[config.mk]
export PLATFORM = sky130hd
export DESIGN_NAME = art_ram
export DESIGN_NICKNAME = d
export VERILOG_FILES = /design/src/art_ram.sv
export SDC_FILE = /design/constraint.sdc
export NUM_CORES = 2
export LEC_CHECK = 0
export CAP_MARGIN = 25
export CORE_UTILIZATION = 30
export DETAILED_ROUTE_END_ITERATION = 8
export DONT_BUFFER_PORTS = 1
export PLACE_DENSITY_LB_ADDON = 0.12
export SLEW_MARGIN = 20
export SYNTH_ARGS = -nofsm -noshare
export SYNTH_HDL_FRONTEND = slang
export SYNTH_SLANG_ARGS = --single-unit
[constraint.sdc]
create_clock -name clk -period 7.82 [get_ports clk]
set_clock_uncertainty 0.1 [all_clocks]
set_input_delay 1.173 -clock clk [delete_from_list [all_inputs] [get_ports clk]]
set_output_delay 1.173 -clock clk [all_outputs]
set_load 0.05 [all_outputs]
[src/art_ram.sv]
// art_ram: generic single-write, single-read RAM with registered read data.
// No dependencies.
module art_ram #(
  parameter int WIDTH = 64,
  parameter int DEPTH = 64
) (
  input  logic                     clk,
  input  logic                     we,
  input  logic [$clog2(DEPTH)-1:0] waddr,
  input  logic [WIDTH-1:0]         wdata,
  input  logic [$clog2(DEPTH)-1:0] raddr,
  output logic [WIDTH-1:0]         rdata
);

  logic [WIDTH-1:0] mem [DEPTH];

  always_ff @(posedge clk) begin
    if (we) begin
      mem[waddr] <= wdata;
    end
    rdata <= mem[raddr];
  end

endmodule

==> qor.txt <==
outcome: finished, final reports clean
met3 wire length: 23.9 mm
clock sinks: 4,160
Critical Path End Type: flip-flop
Initial Util: 30.2%
RePlAce Congestion: 0.710
clock buffer depth: 4
initial antenna violation count: 37
top cell type by total area after synthesis: edfxtp_1
Iteration-0 DRC Markers: 8,201
Lkg Pwr: 55.1 nW
top_reg_cell synth: edfxtp_1
Total Power: 47.9 mW
Reg area: 0.124 mm2
Syn. warnings: 0
CTS clock-pin slew for the worst setup and hold paths: 60 ps
Worst-Margin Slew: 1090 ps
I/O Buffers: 0
CP Max Fanout: 92
Clock power frac: 44.1%
P&R area growth vs syn: 15.8%
Post-layout nets: 6,967
internal power: 37.6 mW
Net Count, Synth: 6,676
largest net degree at the start of global routing: 412
Detail Route Antenna Nets: 0
Top-Level Pins: 142
die area: 0.524 mm2
dpl cells: 13,300
chip height: 724 um
vias in the first global route: 77,700
unrepaired setup endpoints after global routing: false
Synth cell types: 33
worst hold path type: primary input to flip-flop
fmax: 188 MHz
Non-Filler Instances: 14,200
uppermost layer routed: met4
count of filler cells inserted in the layout: 48,000
via count: 73,500
min Tclk post-route: 5310 ps
Die W: 724 um
crit start category: primary input
max-cap violation count: 0
CTS root buf: clkbuf_16
H-tree levels: 5
Final Max Slew Viols: 0
NetSw: 10.3 mW
Hold WS: 139 ps
hold buffer count at CTS: 0
first-pass GRT wire length: 693 mm
share of layout cells above drive strength 1: 27.1%
synth top area cells: edfxtp_1 (79%), mux4_2 (15%), mux2i_1 (0.86%)
Final Hold Fails: 0
synthesized area: 0.156 mm2
Metal-1 WL: 225 mm
Setup Viol. Count Final: 0
power per cell area: 264 mW/mm2
Multi-input gate area: 0.0308 mm2
Seq pwr share: 52.2%
combinational power share: 3.7%
top cell type's share of synthesized area: 78.7%
routed wire length: 513 mm
# Post-CTS Setup Buffers: 0
Core Region: 0.518 mm2
relative slew slack: 27.1%
critical setup path kind: primary input to flip-flop
setup ws final: 2510 ps
All-Layer GR Usage: 19.3%
Seq/Total Area, Yosys: 79.5%
Synth Register Bits: 4,160
Worst Path Required: 8570 ps
Post-synth EDFFs: 4,096
Overflow after GRT: 0
TritonCTS Buffers: 454
post-route setup TNS: 0 ps
R2R Setup Slk: 5310 ps
DP Wirelength: 257 mm
row cnt: 264
final worst path period share: 68.0%
Avg Cell Area, Syn: 23.7 um2
largest vdd supply drop: 0.193 mV
DRC: 0
TritonCTS clock tree: yes
Placement Setup Slack: 1280 ps
DR WL met2: 255 mm
post_cts resized: 0
first-pass iteration count of the detailed router: 5
async set or reset register ratio after synthesis: 0%
post-DR vias/cell: 5.17
Sw Ratio: 21.5%
Worst EP arrival: 6070 ps
post-synthesis cell count: 6,598
Wirelength per Cell: 36.1 um
worst-skew pair later-pin latency: 1050 ps
## critical path, cell delays in order
cell and delay (ps):
buf_16 550, buf_16 600, buf_16 510, buf_16 510
buf_16 430, buf_16 530, mux4_2 580, mux2i_1 180
o22ai_1 120, a41oi_1 440, a211oi_1 80
## cell families after synthesis
kind of cell | after synthesis | synth area share (%)
buf+inv | 389 | 1.18
mux | 1159 | 15.6
compound gates | 504 | 2.48
flops | 4160 | 79.5
simple gates | 386 | 1.24
## sequential cells by signal, indices dropped and copies added (netlist names)
name / flops
mem: 4096
rdata: 64
## through the flow
stage	util, %	area [um2]
6_report	34.9	181000
5_1_grt	34.9	181000
4_1_cts	34.9	181000
3_5_place_dp	32.1	166000
3_3_place_gp	32.0	166000
2_1_floorplan	-	156000
## placed cells by master, fill, tap and decap left out, types with 8 or more instances in the layout
cell type and count:
clkinvlp_4 10, inv_6 8, nand2_1 54, a2bb2oi_1 19, bufinv_16 37, nand2b_1 9
inv_1 19, buf_16 32, a41oi_1 26, and3_1 64, a22oi_1 168, clkbuf_16 461
or2_2 28, a22o_1 88, clkinv_1 111, a31oi_1 18, clkbuf_1 100, clkbuf_8 15
nand3_1 45, o221ai_1 38, buf_4 136, mux4_2 1024, clkinv_2 84, nor2_1 47
nor2_4 65, buf_12 35, or3_1 29, diode_2 13, dfxtp_1 64, edfxtp_1 4096
o22ai_1 83, mux2i_1 135, a211oi_1 61, nor2b_1 24
## power groups by stage
stage	registers (mW)	clock network (mW)	logic (mW)
final	25.0	21.1	1.77
after global routing	25.0	22.4	1.88
after CTS	25.0	21.7	1.76
after detailed placement	25.5	0	1.76
after global placement	25.4	0	1.75
after floorplan	25.4	0	1.15
## synth_stat cells (29+ instances only)
| cell | number |
|---|---|
| edfxtp_1 | 4096 |
| mux4_2 | 1024 |
| buf_2 | 170 |
| a22oi_1 | 168 |
| clkbuf_1 | 140 |
| mux2i_1 | 135 |
| nor2_1 | 112 |
| a22o_1 | 88 |
| o22ai_1 | 83 |
| and3_1 | 64 |
| dfxtp_1 | 64 |
| a211oi_1 | 63 |
| nand2_1 | 58 |
| nand3_1 | 45 |
| o221ai_1 | 38 |
| buf_4 | 34 |
| or3_1 | 29 |
## area by class of cell
cell class	instances	share of cell area (%)
Clock buffer	576	6.69
Clock inverter	265	1.33
Inverter	19	0.0394
Antenna cell	13	0.0180
Sequential cell	4160	68.7
Multi-Input combinational cell	2049	17.0
Timing Repair Buffer	205	1.45
Tap cell	6916	4.78
## routing by layer
layer  GRT usage, %  up-vias
li1               -    29200
met1           26.8    41700
met2           32.9     2017
met3           2.46      586
met4           3.67        0
met5              0        -
## final timing paths
kind,start,endpoint,depth (start not counted)
setup reg to reg,mem[45][6]$_DFFE_PP_,rdata[6]$_DFF_P_,5
hold reg to reg,mem[46][46]$_DFFE_PP_,rdata[46]$_DFF_P_,4
setup / recovery,raddr[0],rdata[43]$_DFF_P_,11
hold / removal,wdata[54],mem[29][54]$_DFFE_PP_,0
Note: power is estimated with default switching activity, not from simulation.
