--- config.mk ---
export PLATFORM = sky130hd
export DESIGN_NAME = art_scan
export DESIGN_NICKNAME = d
export VERILOG_FILES = /design/src/art_scan.sv
export SDC_FILE = /design/constraint.sdc
export NUM_CORES = 1
export LEC_CHECK = 0
export BUFFER_PORTS_ARGS = -buffer_cell sky130_fd_sc_hd__buf_2
export CAP_MARGIN = 10
export CORE_MARGIN = 3
export CORE_UTILIZATION = 55
export DETAILED_ROUTE_END_ITERATION = 10
export PLACE_DENSITY = 0.82
export SYNTH_ARGS = -nofsm -noshare
export SYNTH_HDL_FRONTEND = slang
export SYNTH_SLANG_ARGS = --single-unit
export TNS_END_PERCENT = 1
--- constraint.sdc ---
create_clock -name clk -period 12 [get_ports clk]
set_clock_uncertainty 0.1 [all_clocks]
set_input_delay 3.6 -clock clk [delete_from_list [all_inputs] [get_ports clk]]
set_output_delay 3.6 -clock clk [all_outputs]
set_load 0.03 [all_outputs]
--- src/art_scan.sv ---
// art_scan: shared table scan unit. One pass reads every entry from the range RAM
// and finds the exact-base entry, the closest base below the key and a free slot.
// Depends on nothing but the RAM it drives.
module art_scan #(
  parameter int ENTRIES   = 64,
  parameter int ADDR_BITS = 32
) (
  input  logic                       clk,
  input  logic                       rst,
  input  logic                       start,
  input  logic [ADDR_BITS-1:0]       key,
  input  logic [ENTRIES-1:0]         valid,
  output logic [$clog2(ENTRIES)-1:0] raddr,
  input  logic [2*ADDR_BITS-1:0]     rdata,
  output logic                       done,
  output logic                       ex_hit,
  output logic [$clog2(ENTRIES)-1:0] ex_idx,
  output logic                       found_hit,
  output logic [$clog2(ENTRIES)-1:0] found_idx,
  output logic [ADDR_BITS-1:0]       found_base,
  output logic [ADDR_BITS-1:0]       found_len,
  output logic                       free_hit,
  output logic [$clog2(ENTRIES)-1:0] free_idx
);

  localparam int IW = $clog2(ENTRIES);

  logic                 busy;
  logic [IW:0]          cnt;
  logic                 rd_pend;
  logic [IW-1:0]        rd_idx;
  logic [ADDR_BITS-1:0] key_r;
  logic [ADDR_BITS-1:0] ex_len;
  logic                 bh;
  logic [IW-1:0]        bi;
  logic [ADDR_BITS-1:0] bb;
  logic [ADDR_BITS-1:0] bl;
  logic [ADDR_BITS-1:0] r_base;
  logic [ADDR_BITS-1:0] r_len;
  logic [ADDR_BITS-1:0] key_off;
  logic                 r_v;

  assign raddr   = cnt[IW-1:0];
  assign r_base  = rdata[2*ADDR_BITS-1:ADDR_BITS];
  assign r_len   = rdata[ADDR_BITS-1:0];
  assign r_v     = valid[rd_idx];
  assign key_off = key_r - bb;

  assign found_hit  = ex_hit || (bh && (key_off < bl));
  assign found_idx  = ex_hit ? ex_idx : bi;
  assign found_base = ex_hit ? key_r : bb;
  assign found_len  = ex_hit ? ex_len : bl;

  always_ff @(posedge clk) begin
    if (rst) begin
      busy    <= 1'b0;
      done    <= 1'b0;
      rd_pend <= 1'b0;
      cnt     <= '0;
    end else begin
      // done lasts one cycle; busy is already low then
      if (done) begin
        done <= 1'b0;
      end
      if (start) begin
        busy     <= 1'b1;
        cnt      <= '0;
        rd_pend  <= 1'b0;
        key_r    <= key;
        ex_hit   <= 1'b0;
        bh       <= 1'b0;
        free_hit <= 1'b0;
      end else if (busy) begin
        // issue the next read while the previous entry is compared
        if (cnt < (IW+1)'(ENTRIES)) begin
          rd_pend <= 1'b1;
          rd_idx  <= cnt[IW-1:0];
          cnt     <= cnt + 1'b1;
        end else begin
          rd_pend <= 1'b0;
          if (!rd_pend) begin
            busy <= 1'b0;
            done <= 1'b1;
          end
        end
        if (rd_pend) begin
          if (r_v && r_base == key_r && !ex_hit) begin
            ex_hit <= 1'b1;
            ex_idx <= rd_idx;
            ex_len <= r_len;
          end
          if (r_v && r_base < key_r && (!bh || r_base > bb)) begin
            bh <= 1'b1;
            bi <= rd_idx;
            bb <= r_base;
            bl <= r_len;
          end
          if (!r_v && !free_hit) begin
            free_hit <= 1'b1;
            free_idx <= rd_idx;
          end
        end
      end
    end
  end

endmodule

==> results.md <==
- Die Wd: 143 um
- Place WS: 3570 ps
- Starting Density: 56.8%
- Bufs on Longest Clock Path: 2
- Status: finished clean
- Final WS setup: 3060 ps
- Grt ovf: 0
- Final worst-path cycle share: 74.5%
- Switching Share: 29.1%
- Crit end category: output port
- Main flop type after synthesis: edfxtp_1
- Post-cts resize count: 0
- Cell variety after synth: 55
- Initial antenna violation count: 4
- Port Buffers: 254
- Highest Clock Rate: 112 MHz
- Switching Power: 0.420 mW
- First-pass GRT wire length: 42500 um
- Startpoint types: register
- Required time of the critical path: 8300 ps
- Remaining antenna violation count: 0
- Pwr dens: 116 nW/um2
- Clock transition at the registers of the reported paths: 70 ps
- Relative slew slack: 30.5%
- FF+latch count, synth: 165
- Fin. max-slew vios: 0
- Hold_buf cts: 0
- Die footprint: 20500 um2
- Final Wtd Congestion: 0.901
- Boundary Pins: 255
- Combinational share of power: 17.0%
- Final setup viols: 0
- RSZ-0062 raised after global routing: no
- CTS tree: yes
- Clock buffer count from CTS: 17
- Setup_tns: 0 ps
- Final nets: 1488
- Clock period minus final worst setup slack: 8940 ps
- Met1 Wirelength: 11000 um
- Peak VDD IR: 0.139 mV
- Row Count: 49
- Sink Count: 165
- Clock network fraction of total power: 37.9%
- Die Y: 143 um
- DR top layer: met5
- Max_cap viols: 0
- Post-synthesis sequential area ratio: 46.9%
- Clock latency on the worst-skew pair: 430 ps
- H-tree Lvls: 4
- Floorplan Core Area: 18200 um2
- DRT Pass-1 Iters: 5
- Post-synth ARST share: 0%
- Routed WL: 27900 um
- Critical path class: reg2out
- Largest net degree at the start of global routing: 105
- Fillers: 1359
- Layout cells sized above 1: 26.4%
- WL met2: 13700 um
- Syn_nets: 1241
- Post-synth EDFFs: 155
- Vias in the first global route: 8204
- Arrival time worst endpoint: 5240 ps
- Vias per std cell: 5.76
- Root Driver: clkbuf_16
- Leakage power: 5.66 nW
- DR vias: 8309
- Hold Violations, Final: 0
- Iteration-0 DRC Markers: 662
- Int Power: 1.02 mW
- Syn-to-layout area delta: 19.9%
- Synthesis Warnings: 0
- Hold/Removal Path Class: reg2reg
- Setup bufs post-CTS: 0
- Syn avg cell area: 10.9 um2
- Synthesized cell area: 10300 um2
- Part of the power in registers: 45.1%
- Slew @ Worst Pin: 1040 ps
- Met3 wire len: 2230 um
- Wire per inst: 19.4 um
- Critical-path maximum fanout: 6
- Drt drc: 0
- Dpl hpwl: 21800 um
- GRT Overall Usage: 27.1%
- Mapped Cells: 950
==> layout by cell type, fill, tap and decap left out, types with 14 or more instances in the layout <==
cell type / n
xnor2_1: 17
buf_2: 254
edfxtp_1: 155
nand2_1: 90
ha_1: 127
xor2_1: 14
inv_1: 111
mux4_2: 15
nor2_1: 32
o21ai_0: 90
nand4_1: 24
a21oi_1: 58
nor2b_1: 16
a21o_1: 37
clkbuf_16: 17
==> layer usage <==
layer / track usage [%] / up-vias
li1: - / 3995
met4: 11.1 / 2
met2: 46.3 / 369
met1: 33.4 / 3887
met5: 0 / -
met3: 6.13 / 56
==> path summary, 6_finish.rpt <==
path | cells past startpoint | slack (ps) | end | start
worst max-delay path | 19 | 3060 | found_hit | key_r[6]
worst min-delay path | 2 | 390 | rd_pend | rd_pend
worst max register to register | 7 | 8000 | free_idx[5] | rd_idx[0]
worst min register to register | 2 | 390 | rd_pend | rd_pend
==> registers in the layout (all words and copies together) (netlist names) <==
signal    cells
ex_hit        1
free_hit      1
done          1
bi            6
cnt           7
free_idx      6
ex_len       32
key_r        32
ex_idx        6
bh            1
busy          1
rd_pend       1
rd_idx        6
bl           32
bb           32
==> area by class of cell <==
type                       instances  area, um2  area share, %
antenna                            3       7.51         0.0605
clock buffer                      17        425           3.43
inverter                         111        417           3.36
tap                              229        287           2.31
timing repair buffer             259       1310           10.5
multi-input combinational        643       4930           39.7
sequential                       165       4850           39.1
clock inverter                    15        179           1.44
==> Yosys cell counts, drive strengths merged (5+ instances only) <==
cell type  number  area (um2)
o211ai          5        37.5
nor2           32         120
nand2          90         338
mux4           18         417
xor2           14         123
and4            5        43.8
edfxtp        155        4650
dfxtp          10         200
inv           111         417
a21oi          58         290
nand2b          9        56.3
nor3            8        40.0
mux2            9         101
a31oi           7        43.8
a21o           37         278
clkbuf         22        82.6
nand3           9        45.0
ha            127        1590
o21a           10        75.1
o21ai          90         450
a211oi          6        45.0
nor2b          16         100
buf             9        71.3
nand4          24         150
xnor2          17         149
==> power groups by stage <==
stage / clock network, mW / logic, mW / registers [mW]
finish: 0.546 / 0.245 / 0.651
global route: 0.579 / 0.269 / 0.652
CTS: 0.556 / 0.244 / 0.651
detailed placement: 0 / 0.241 / 0.663
global placement: 0 / 0.234 / 0.663
floorplan: 0 / 0.159 / 0.658
==> stage by stage <==
step | instances | power [mW] | cell area [um2] | utilization [%] | hold WS [ps]
after floorplan | 950 | 0.817 | 10300 | - | 352
after global placement | 1407 | 0.897 | 11800 | 64.8 | 375
after detailed placement | 1407 | 0.905 | 11800 | 64.8 | 371
after CTS | 1439 | 1.45 | 12400 | 68.1 | 389
after global routing | 1442 | 1.50 | 12400 | 68.1 | 425
final | 1442 | 1.44 | 12400 | 68.1 | 386
==> worst max-delay path, stage by stage, from the launching register on <==
cell and delay (ps):
edfxtp_1 420, ha_1 410, a21o_1 210, a21o_1 170
a21oi_1 180, nand2_1 100, o21ai_0 480, o21ai_0 320
a2111o_1 470, o311ai_0 120, ha_1 320, a21o_1 180
a21o_1 170, a21o_1 170, a21o_1 180, a21oi_1 150
o21ai_0 130, a211oi_1 210, o32a_1 210, buf_2 210
==> cell families after synthesis <==
group / Yosys count / synth area share (%)
flops: 165 / 46.9
compound gates: 241 / 14.1
buf+inv: 142 / 5.52
xor+xnor: 31 / 2.62
simple gates: 213 / 9.98
mux: 30 / 5.30
fa+ha+maj: 128 / 15.6
(Power assumes the default switching activity.)
